==> src/hw/rtl/tgpg_pkg.sv <==
// Shared types and constants for the trot gait phase generator.
package tgpg_pkg;

  localparam int PHASE_W    = 24;
  localparam int FRAC_W     = 16;
  localparam int DIV_STEPS  = 16;
  localparam int CNT_W      = $clog2(DIV_STEPS);
  localparam int CFG_IDX_W  = 2;
  localparam int REM_W      = PHASE_W + 1;

  localparam logic [PHASE_W-1:0] HALF_CYCLE   = 24'h800000;
  localparam logic [REM_W-1:0]   FULL_CYCLE   = 25'h1000000;
  localparam logic [15:0]        INV_PERIOD_RST = 16'd512;
  localparam logic [15:0]        DUTY_RST       = 16'd32768;

  localparam logic [CFG_IDX_W-1:0] REG_INVERSE_PERIOD = 2'd0;
  localparam logic [CFG_IDX_W-1:0] REG_DUTY           = 2'd1;

  typedef struct packed {
    logic        mode;
    logic [15:0] time_step;
  } in_t;

  typedef struct packed {
    logic [15:0] cycle_phase;
    logic        stance_leg0;
    logic        stance_leg1;
    logic        stance_leg2;
    logic        stance_leg3;
    logic [15:0] progress_leg0;
    logic [15:0] progress_leg1;
    logic [15:0] progress_leg2;
    logic [15:0] progress_leg3;
  } out_t;

  typedef enum logic [2:0] {
    ST_IDLE,
    ST_MUL,
    ST_ACC,
    ST_INIT,
    ST_DIV,
    ST_SAVE,
    ST_RESULT
  } state_t;

  typedef struct packed {
    logic capture;
    logic mult;
    logic restart;
    logic accum;
    logic div_init;
    logic div_step;
    logic div_save;
    logic half;
    logic out_load;
  } cmd_t;

  typedef struct packed {
    logic restart;
  } status_t;

endpackage

==> src/hw/rtl/trot_gait_phase_generator_unit.sv <==
// Top level of the trot gait phase generator: controller plus datapath.
// Each advance transaction moves a shared Q0.24 gait phase on by time_step
// times inverse_period, wrapping modulo 1.0, and returns one result transaction
// with the top 16 phase bits and, for each of the four legs, a stance flag and
// a Q0.16 progress value. Legs 1 and 3 run with their phase offset by 0.5 from
// legs 0 and 2, so they share results pairwise. The operands are captured at
// the accepting edge, and an advance transaction then runs the 16x16 multiply,
// the accumulate, then two passes of the shared radix-2 restoring divider
// (setup, 16 quotient bits, store), one for the even legs and one for the odd
// legs, and finally loads the output register. A restart transaction clears
// the phase and loads zeros into the output register. The input is ready again
// once the result sits in the output register, even if that result has not yet
// been taken. Configuration writes are always accepted and should be issued
// only while the unit is idle.
module trot_gait_phase_generator_unit (
  input  logic                           clk,
  input  logic                           rst,
  input  logic                           in_valid,
  output logic                           in_ready,
  input  tgpg_pkg::in_t                  in_data,
  output logic                           out_valid,
  input  logic                           out_ready,
  output tgpg_pkg::out_t                 out_data,
  input  logic                           cfg_valid,
  output logic                           cfg_ready,
  input  logic [tgpg_pkg::CFG_IDX_W-1:0] cfg_index,
  input  logic [15:0]                    cfg_data
);
  import tgpg_pkg::*;

  cmd_t    cmd;
  status_t sts;

  // The register file never stalls a configuration transaction.
  assign cfg_ready = 1'b1;

  tgpg_ctrl u_ctrl (
    .clk       (clk),
    .rst       (rst),
    .in_valid  (in_valid),
    .in_ready  (in_ready),
    .out_valid (out_valid),
    .out_ready (out_ready),
    .sts       (sts),
    .cmd       (cmd)
  );

  tgpg_datapath u_datapath (
    .clk       (clk),
    .rst       (rst),
    .in_data   (in_data),
    .cfg_we    (cfg_valid),
    .cfg_index (cfg_index),
    .cfg_data  (cfg_data),
    .cmd       (cmd),
    .sts       (sts),
    .out_data  (out_data)
  );

endmodule

==> src/hw/rtl/tgpg_ctrl.sv <==
// Controller state machine that sequences the multiply, accumulate and two divisions.
module tgpg_ctrl (
  input  logic             clk,
  input  logic             rst,
  input  logic             in_valid,
  output logic             in_ready,
  output logic             out_valid,
  input  logic             out_ready,
  input  tgpg_pkg::status_t sts,
  output tgpg_pkg::cmd_t    cmd
);
  import tgpg_pkg::*;

  state_t           state, state_next;
  logic [CNT_W-1:0] cnt, cnt_next;
  logic             half, half_next;
  logic             out_valid_next;

  always_ff @(posedge clk) begin
    if (rst) begin
      state     <= ST_IDLE;
      cnt       <= '0;
      half      <= 1'b0;
      out_valid <= 1'b0;
    end else begin
      state     <= state_next;
      cnt       <= cnt_next;
      half      <= half_next;
      out_valid <= out_valid_next;
    end
  end

  always_comb begin
    state_next     = state;
    cnt_next       = cnt;
    half_next      = half;
    out_valid_next = out_valid && !out_ready;
    in_ready       = 1'b0;
    cmd            = '0;
    cmd.half       = half;
    case (state)
      ST_IDLE: begin
        in_ready = 1'b1;
        if (in_valid) begin
          cmd.capture = 1'b1;
          state_next  = ST_MUL;
        end
      end
      ST_MUL: begin
        if (sts.restart) begin
          cmd.restart = 1'b1;
          state_next  = ST_RESULT;
        end else begin
          cmd.mult   = 1'b1;
          state_next = ST_ACC;
        end
      end
      ST_ACC: begin
        cmd.accum  = 1'b1;
        half_next  = 1'b0;
        state_next = ST_INIT;
      end
      ST_INIT: begin
        cmd.div_init = 1'b1;
        cnt_next     = '0;
        state_next   = ST_DIV;
      end
      ST_DIV: begin
        cmd.div_step = 1'b1;
        cnt_next     = cnt + 1'b1;
        if (cnt == CNT_W'(DIV_STEPS - 1)) begin
          state_next = ST_SAVE;
        end
      end
      ST_SAVE: begin
        cmd.div_save = 1'b1;
        if (!half) begin
          half_next  = 1'b1;
          state_next = ST_INIT;
        end else begin
          state_next = ST_RESULT;
        end
      end
      ST_RESULT: begin
        if (!out_valid || out_ready) begin
          cmd.out_load   = 1'b1;
          out_valid_next = 1'b1;
          state_next     = ST_IDLE;
        end
      end
      default: begin
        state_next = ST_IDLE;
      end
    endcase
  end

endmodule

==> src/hw/rtl/tgpg_datapath.sv <==
// Datapath: configuration registers, phase accumulator, serial divider and result register.
module tgpg_datapath (
  input  logic                               clk,
  input  logic                               rst,
  input  tgpg_pkg::in_t                      in_data,
  input  logic                               cfg_we,
  input  logic [tgpg_pkg::CFG_IDX_W-1:0]     cfg_index,
  input  logic [15:0]                        cfg_data,
  input  tgpg_pkg::cmd_t                     cmd,
  output tgpg_pkg::status_t                  sts,
  output tgpg_pkg::out_t                     out_data
);
  import tgpg_pkg::*;

  logic [15:0]        inverse_period;
  logic [15:0]        duty;
  logic [PHASE_W-1:0] phase;
  logic               mode;
  logic [15:0]        time_step;
  logic [31:0]        product;

  logic [REM_W-1:0]   rem;
  logic [REM_W-1:0]   divisor;
  logic [15:0]        num_lo;
  logic [15:0]        quot;
  logic               stance_cur;

  logic               stance_even, stance_odd;
  logic [15:0]        prog_even, prog_odd;

  logic [PHASE_W-1:0] duty24;
  logic [PHASE_W-1:0] leg_phase;
  logic [REM_W:0]     rem_sh;
  logic               q_bit;

  assign duty24    = {duty, 8'h00};
  assign leg_phase = cmd.half ? (phase + HALF_CYCLE) : phase;
  assign rem_sh    = {rem, num_lo[15]};
  assign q_bit     = (rem_sh >= {1'b0, divisor});
  assign sts.restart = mode;

  always_ff @(posedge clk) begin
    if (rst) begin
      inverse_period <= INV_PERIOD_RST;
      duty           <= DUTY_RST;
    end else if (cfg_we) begin
      case (cfg_index)
        REG_INVERSE_PERIOD: inverse_period <= cfg_data;
        REG_DUTY:           duty           <= cfg_data;
        default: ;
      endcase
    end
  end

  always_ff @(posedge clk) begin
    if (rst) begin
      phase <= '0;
    end else if (cmd.restart) begin
      phase <= '0;
    end else if (cmd.accum) begin
      phase <= phase + product[PHASE_W-1:0];
    end
  end

  always_ff @(posedge clk) begin
    if (cmd.capture) begin
      mode      <= in_data.mode;
      time_step <= in_data.time_step;
    end
    if (cmd.mult) begin
      product <= time_step * inverse_period;
    end

    // Restoring division; the quotient always fits in 16 bits because the
    // upper part of the numerator starts below the divisor.
    if (cmd.div_init) begin
      quot <= '0;
      if (leg_phase < duty24) begin
        stance_cur <= 1'b1;
        rem        <= {9'd0, leg_phase[23:8]};
        num_lo     <= {leg_phase[7:0], 8'h00};
        divisor    <= {9'd0, duty};
      end else begin
        stance_cur <= 1'b0;
        rem        <= {1'b0, leg_phase - duty24};
        num_lo     <= '0;
        divisor    <= FULL_CYCLE - {1'b0, duty24};
      end
    end else if (cmd.div_step) begin
      num_lo <= {num_lo[14:0], 1'b0};
      quot   <= {quot[14:0], q_bit};
      if (q_bit) begin
        rem <= REM_W'(rem_sh - {1'b0, divisor});
      end else begin
        rem <= rem_sh[REM_W-1:0];
      end
    end

    if (cmd.restart) begin
      stance_even <= 1'b0;
      stance_odd  <= 1'b0;
      prog_even   <= '0;
      prog_odd    <= '0;
    end else if (cmd.div_save) begin
      if (cmd.half) begin
        stance_odd <= stance_cur;
        prog_odd   <= quot;
      end else begin
        stance_even <= stance_cur;
        prog_even   <= quot;
      end
    end

    if (cmd.out_load) begin
      out_data.cycle_phase   <= phase[PHASE_W-1:PHASE_W-FRAC_W];
      out_data.stance_leg0   <= stance_even;
      out_data.stance_leg1   <= stance_odd;
      out_data.stance_leg2   <= stance_even;
      out_data.stance_leg3   <= stance_odd;
      out_data.progress_leg0 <= prog_even;
      out_data.progress_leg1 <= prog_odd;
      out_data.progress_leg2 <= prog_even;
      out_data.progress_leg3 <= prog_odd;
    end
  end

endmodule

==> config.mk <==
export PLATFORM = sky130hd
export DESIGN_NAME = trot_gait_phase_generator_unit
export DESIGN_NICKNAME = d
export VERILOG_FILES = /design/src/hw/rtl/tgpg_pkg.sv /design/src/hw/rtl/trot_gait_phase_generator_unit.sv /design/src/hw/rtl/tgpg_ctrl.sv /design/src/hw/rtl/tgpg_datapath.sv
export SDC_FILE = /design/constraint.sdc
export NUM_CORES = 1
export LEC_CHECK = 0
export ABC_CLOCK_PERIOD_IN_PS = 16149
export BUFFER_PORTS_ARGS = -buffer_cell sky130_fd_sc_hd__buf_4
export CORE_MARGIN = 10
export CORE_UTILIZATION = 65
export DETAILED_ROUTE_END_ITERATION = 16
export PLACE_DENSITY = 0.84
export SYNTH_ARGS = -nofsm -noshare
export SYNTH_HDL_FRONTEND = slang
export SYNTH_SLANG_ARGS = --single-unit
==> constraint.sdc <==
create_clock -name clk -period 16.15 [get_ports clk]
set_clock_uncertainty 0.1 [all_clocks]
set_input_delay 0.8075 -clock clk [delete_from_list [all_inputs] [get_ports clk]]
set_output_delay 0.8075 -clock clk [all_outputs]
set_load 0.02 [all_outputs]
==> run_results.csv <==
group,metric,value,unit
outcome,status,"complete, no violations",
clock_network,clock_latency,0.57,ns
power_and_ir_drop,intPower,1.61,mW
synthesis,yosysWarnings,0,
power_and_ir_drop,power,2.57,mW
floorplanning,core,30000,um2
routing,wl,49200,um
finish,fin_nets,2494,
grt,antenna_found_initial,0,
setup_path,cp_max_fo,16,
sta,setup_violations,0,
sta,layout_worst_path_cycle_share,0.427,
synthesis,synth_cell_types,68,
setup_path,crit_path_end_kind,"flip-flop",
clock_network,cts.sinks,265,
synthesis,synth.avg_cell_area,9.46,um2
synthesis,synthFlopType,"edfxtp_1",
finish,drive_gt1_frac,0.0968,
finish,antenna_cells,0,
routing,via_per_inst,5.89,
placement,gp_congestion,0.963,
routing,wl_per_cell,19.2,um
power_and_ir_drop,pwr-share-comb,0.375,
setup_path,crit_slowest_cell,"edfxtp_1",
routing,ant_nets,0,
clock_network,post_cts_buffers,0,
grt,grt_usage,0.253,
power_and_ir_drop,p_sw,958,uW
clock_network,htree_levels,1,
setup_path,worst_ep_required_time,16.35,ns
grt,grt_pass1_wl,79800,um
clock_network,cts_tree,"yes",
setup_path,reg2reg_slack,9.25,ns
synthesis,ys_ff_latch,265,
power_and_ir_drop,pwr-share-clk,0.261,
sta,tightestPinTransition,1.31,ns
flow_run,maxCapViolCount,0,
power_and_ir_drop,swShare,0.373,
setup_path,cpPeakStageDelay,0.61,ns
floorplanning,io_pins,127,
sta,holdWs,0.316,ns
clock_network,cts_root_buf,"clkbuf_16",
sta,period_minus_slack,6.90,ns
placement,placed_cells,2508,
placement,portBuffers,125,
placement,dp_hpwl,37200,um
worst_hold_path,hold_depth,1,
synthesis,syn_nets,2448,
clock_network,clock_path_buffers,3,
sta,tns,0,ns
clock_network,cts-hold-fix-buffers,0,
synthesis,synth_area,19900,um2
worst_hold_path,hp-start,"in_data[16]",
synthesis,synthArstFlopShare,0,
power_and_ir_drop,p_leak,9.28,nW
grt,grt_pass1_vias,15400,
setup_path,reg2reg_depth,22,
grt,overflow,0,
finish,synthToLayoutAreaGrowth,9.62,%
worst_hold_path,hp-class,"input port to flip-flop",
routing,drt_first_pass_iters,5,
sta,hold_viol,0,
sta,max-slew-margin-rel,0.124,
setup_path,cp_cell_sequence,"and2_1 -> fa_1 -> inv_1 -> fa_1 -> fa_1 -> inv_1 -> fa_1 -> fa_1 -> inv_1 -> fa_1 -> inv_1 -> ha_1 -> o21a_1 -> o21ai_0 -> o21ai_0 -> a31oi_1 -> a21oi_1 -> a21oi_1 -> o21bai_1 -> a21oi_1 -> a21oi_1 -> xnor2_1",
setup_path,worstPathArrival,7.10,ns
floorplanning,die_y,195,um
synthesis,yosys-top-cells-area,"edfxtp_1, fa_1, dfxtp_1, ha_1, nand2_1",
clock_network,cts_resized,0,
grt,grt_start_max_net_pins,76,
synthesis,synth_edf_count,150,
clock_network,clk_pin_slew,0.07,ns
floorplanning,initial_core_util,0.664,
synthesis,synth_top_area_share,0.226,
setup_path,regToRegStartpoint,"u_datapath.time_step[6]",
synthesis,yosys.area.top_type,"edfxtp_1",
sta,fmax,145,MHz
finish,stdcell_count,2560,
routing,vias,15100,
synthesis,synth_cells,2102,
finish,final_common_cell,"nand2_1",
power_and_ir_drop,power_frac_seq,0.365,
clock_network,cts_buffers,28,
power_and_ir_drop,powerDensity,118,nW/um2
power_and_ir_drop,ir_drop,0.0000931,V
setup_path,path_common_cell,"fa_1",
setup_path,startpoint_type,"flip-flop",
worst_hold_path,hold-path-endpoint,"u_datapath.sts",
sta,rsz0062_at_grt,"no",
setup_path,r2r-end,"u_datapath.product[23]",
floorplanning,row_count,63,
synthesis,ys_seq_area_frac,0.342,
routing,first_iter_violations,1132,
setup_path,path_class,"flip-flop to flip-flop",
finish,final_cell_mix,"nand2_1, inv_1, fa_1, a21oi_1, edfxtp_1",
routing,drc,0,
floorplanning,fp.dieW,195,um
sta,slew_violations,0,
floorplanning,die_area,38000,um2
final cells by class:
class,count,area [um2]
Multi-Input combinational cell,1447,11500
Clock inverter,13,135
Sequential cell,265,6810
Clock buffer,39,857
Inverter,271,1020
Tap cell,390,488
Timing Repair Buffer,135,1010
Fill cell,2094,8140
metal layers:
layer,vias up,part of all wire,global-route usage
li1,6967,-,-
met1,7284,0.38,0.313
met2,668,0.50,0.435
met3,155,0.075,0.0330
met4,0,0.044,0.109
met5,-,0,0
synth_stat cells, types with 6 or more instances:
cell type	count
nand2_1	347
inv_1	271
fa_1	171
a21oi_1	154
edfxtp_1	150
ha_1	135
dfxtp_1	115
and2_1	109
nor2_1	90
clkbuf_1	72
xnor2_1	68
o21ai_0	49
buf_4	36
a21o_1	31
xor2_1	31
nand3_1	25
a31oi_1	18
nor3_1	17
a22o_1	15
nand2b_1	14
o21a_1	13
o21bai_1	13
nor2b_1	12
mux2i_1	10
nand4_1	10
a211oi_1	9
and3_1	9
or3_1	9
a31o_2	7
o22ai_1	7
a211oi_2	6
a21boi_0	6
buf_1	6
critical path, delay by kind of cell (launching register included):
kind,cells,cell delay [ns]
AO/OA/AOI/OAI,9,1.84
XOR/XNOR,1,0.14
adder cells (fa/ha/maj),7,3.43
buffers and inverters,4,0.22
flip-flops,1,0.61
AND/OR/NAND/NOR,1,0.29
through the flow:
stage,instance area [um2],utilization,setup WS (ns)
after floorplan,19900,-,9.93
after global placement,20800,0.695,9.60
after detailed placement,20800,0.695,9.37
after CTS,21800,0.728,9.32
after global routing,21800,0.728,9.00
final,21800,0.728,9.25
how the worst max path moves through the flow:
| stage | slack [ns] | cells past startpoint | end | start |
|---|---|---|---|---|
| after global placement | 9.60 | 20 | u_datapath.product[22] | u_datapath.time_step[5] |
| final | 9.25 | 22 | u_datapath.product[23] | u_datapath.time_step[6] |
| after floorplan | 9.93 | 21 | u_datapath.product[22] | u_datapath.time_step[8] |
| after global routing | 9.00 | 21 | u_datapath.product[23] | u_datapath.inverse_period[3] |
| after CTS | 9.32 | 22 | u_datapath.product[23] | u_datapath.time_step[6] |
| after detailed placement | 9.37 | 22 | u_datapath.product[23] | u_datapath.time_step[6] |
power groups by stage:
stage | sequential [mW] | clock, mW | combinational [mW]
final | 0.937 | 0.670 | 0.962
after global routing | 0.944 | 0.703 | 1.07
after CTS | 0.932 | 0.672 | 0.955
after detailed placement | 0.946 | 0 | 0.945
after global placement | 0.942 | 0 | 0.913
after floorplan | 0.885 | 0 | 0.750
cells by family (layout without fill, tap and decap cells):
group | after synthesis | count (layout) | synth area share
adders and majority gates | 306 | 306 | 0.257
DFF | 265 | 265 | 0.342
other | 1 | 1 | 0.000188
xor gates and xnor gates | 99 | 99 | 0.0436
buffers and inverters | 390 | 458 | 0.0816
and+or+nand+nor | 669 | 669 | 0.155
muxes | 10 | 10 | 0.00503
AOI/OAI and AO/OA | 362 | 362 | 0.116
registers in the layout (all words and copies together), names as in the netlist, 24 cells and up:
register             cells
u_datapath.rem          25
u_datapath.phase        24
u_datapath.divisor      25
u_datapath.product      24
u_datapath.out_data     50
Power figures use the tool's default switching activity.
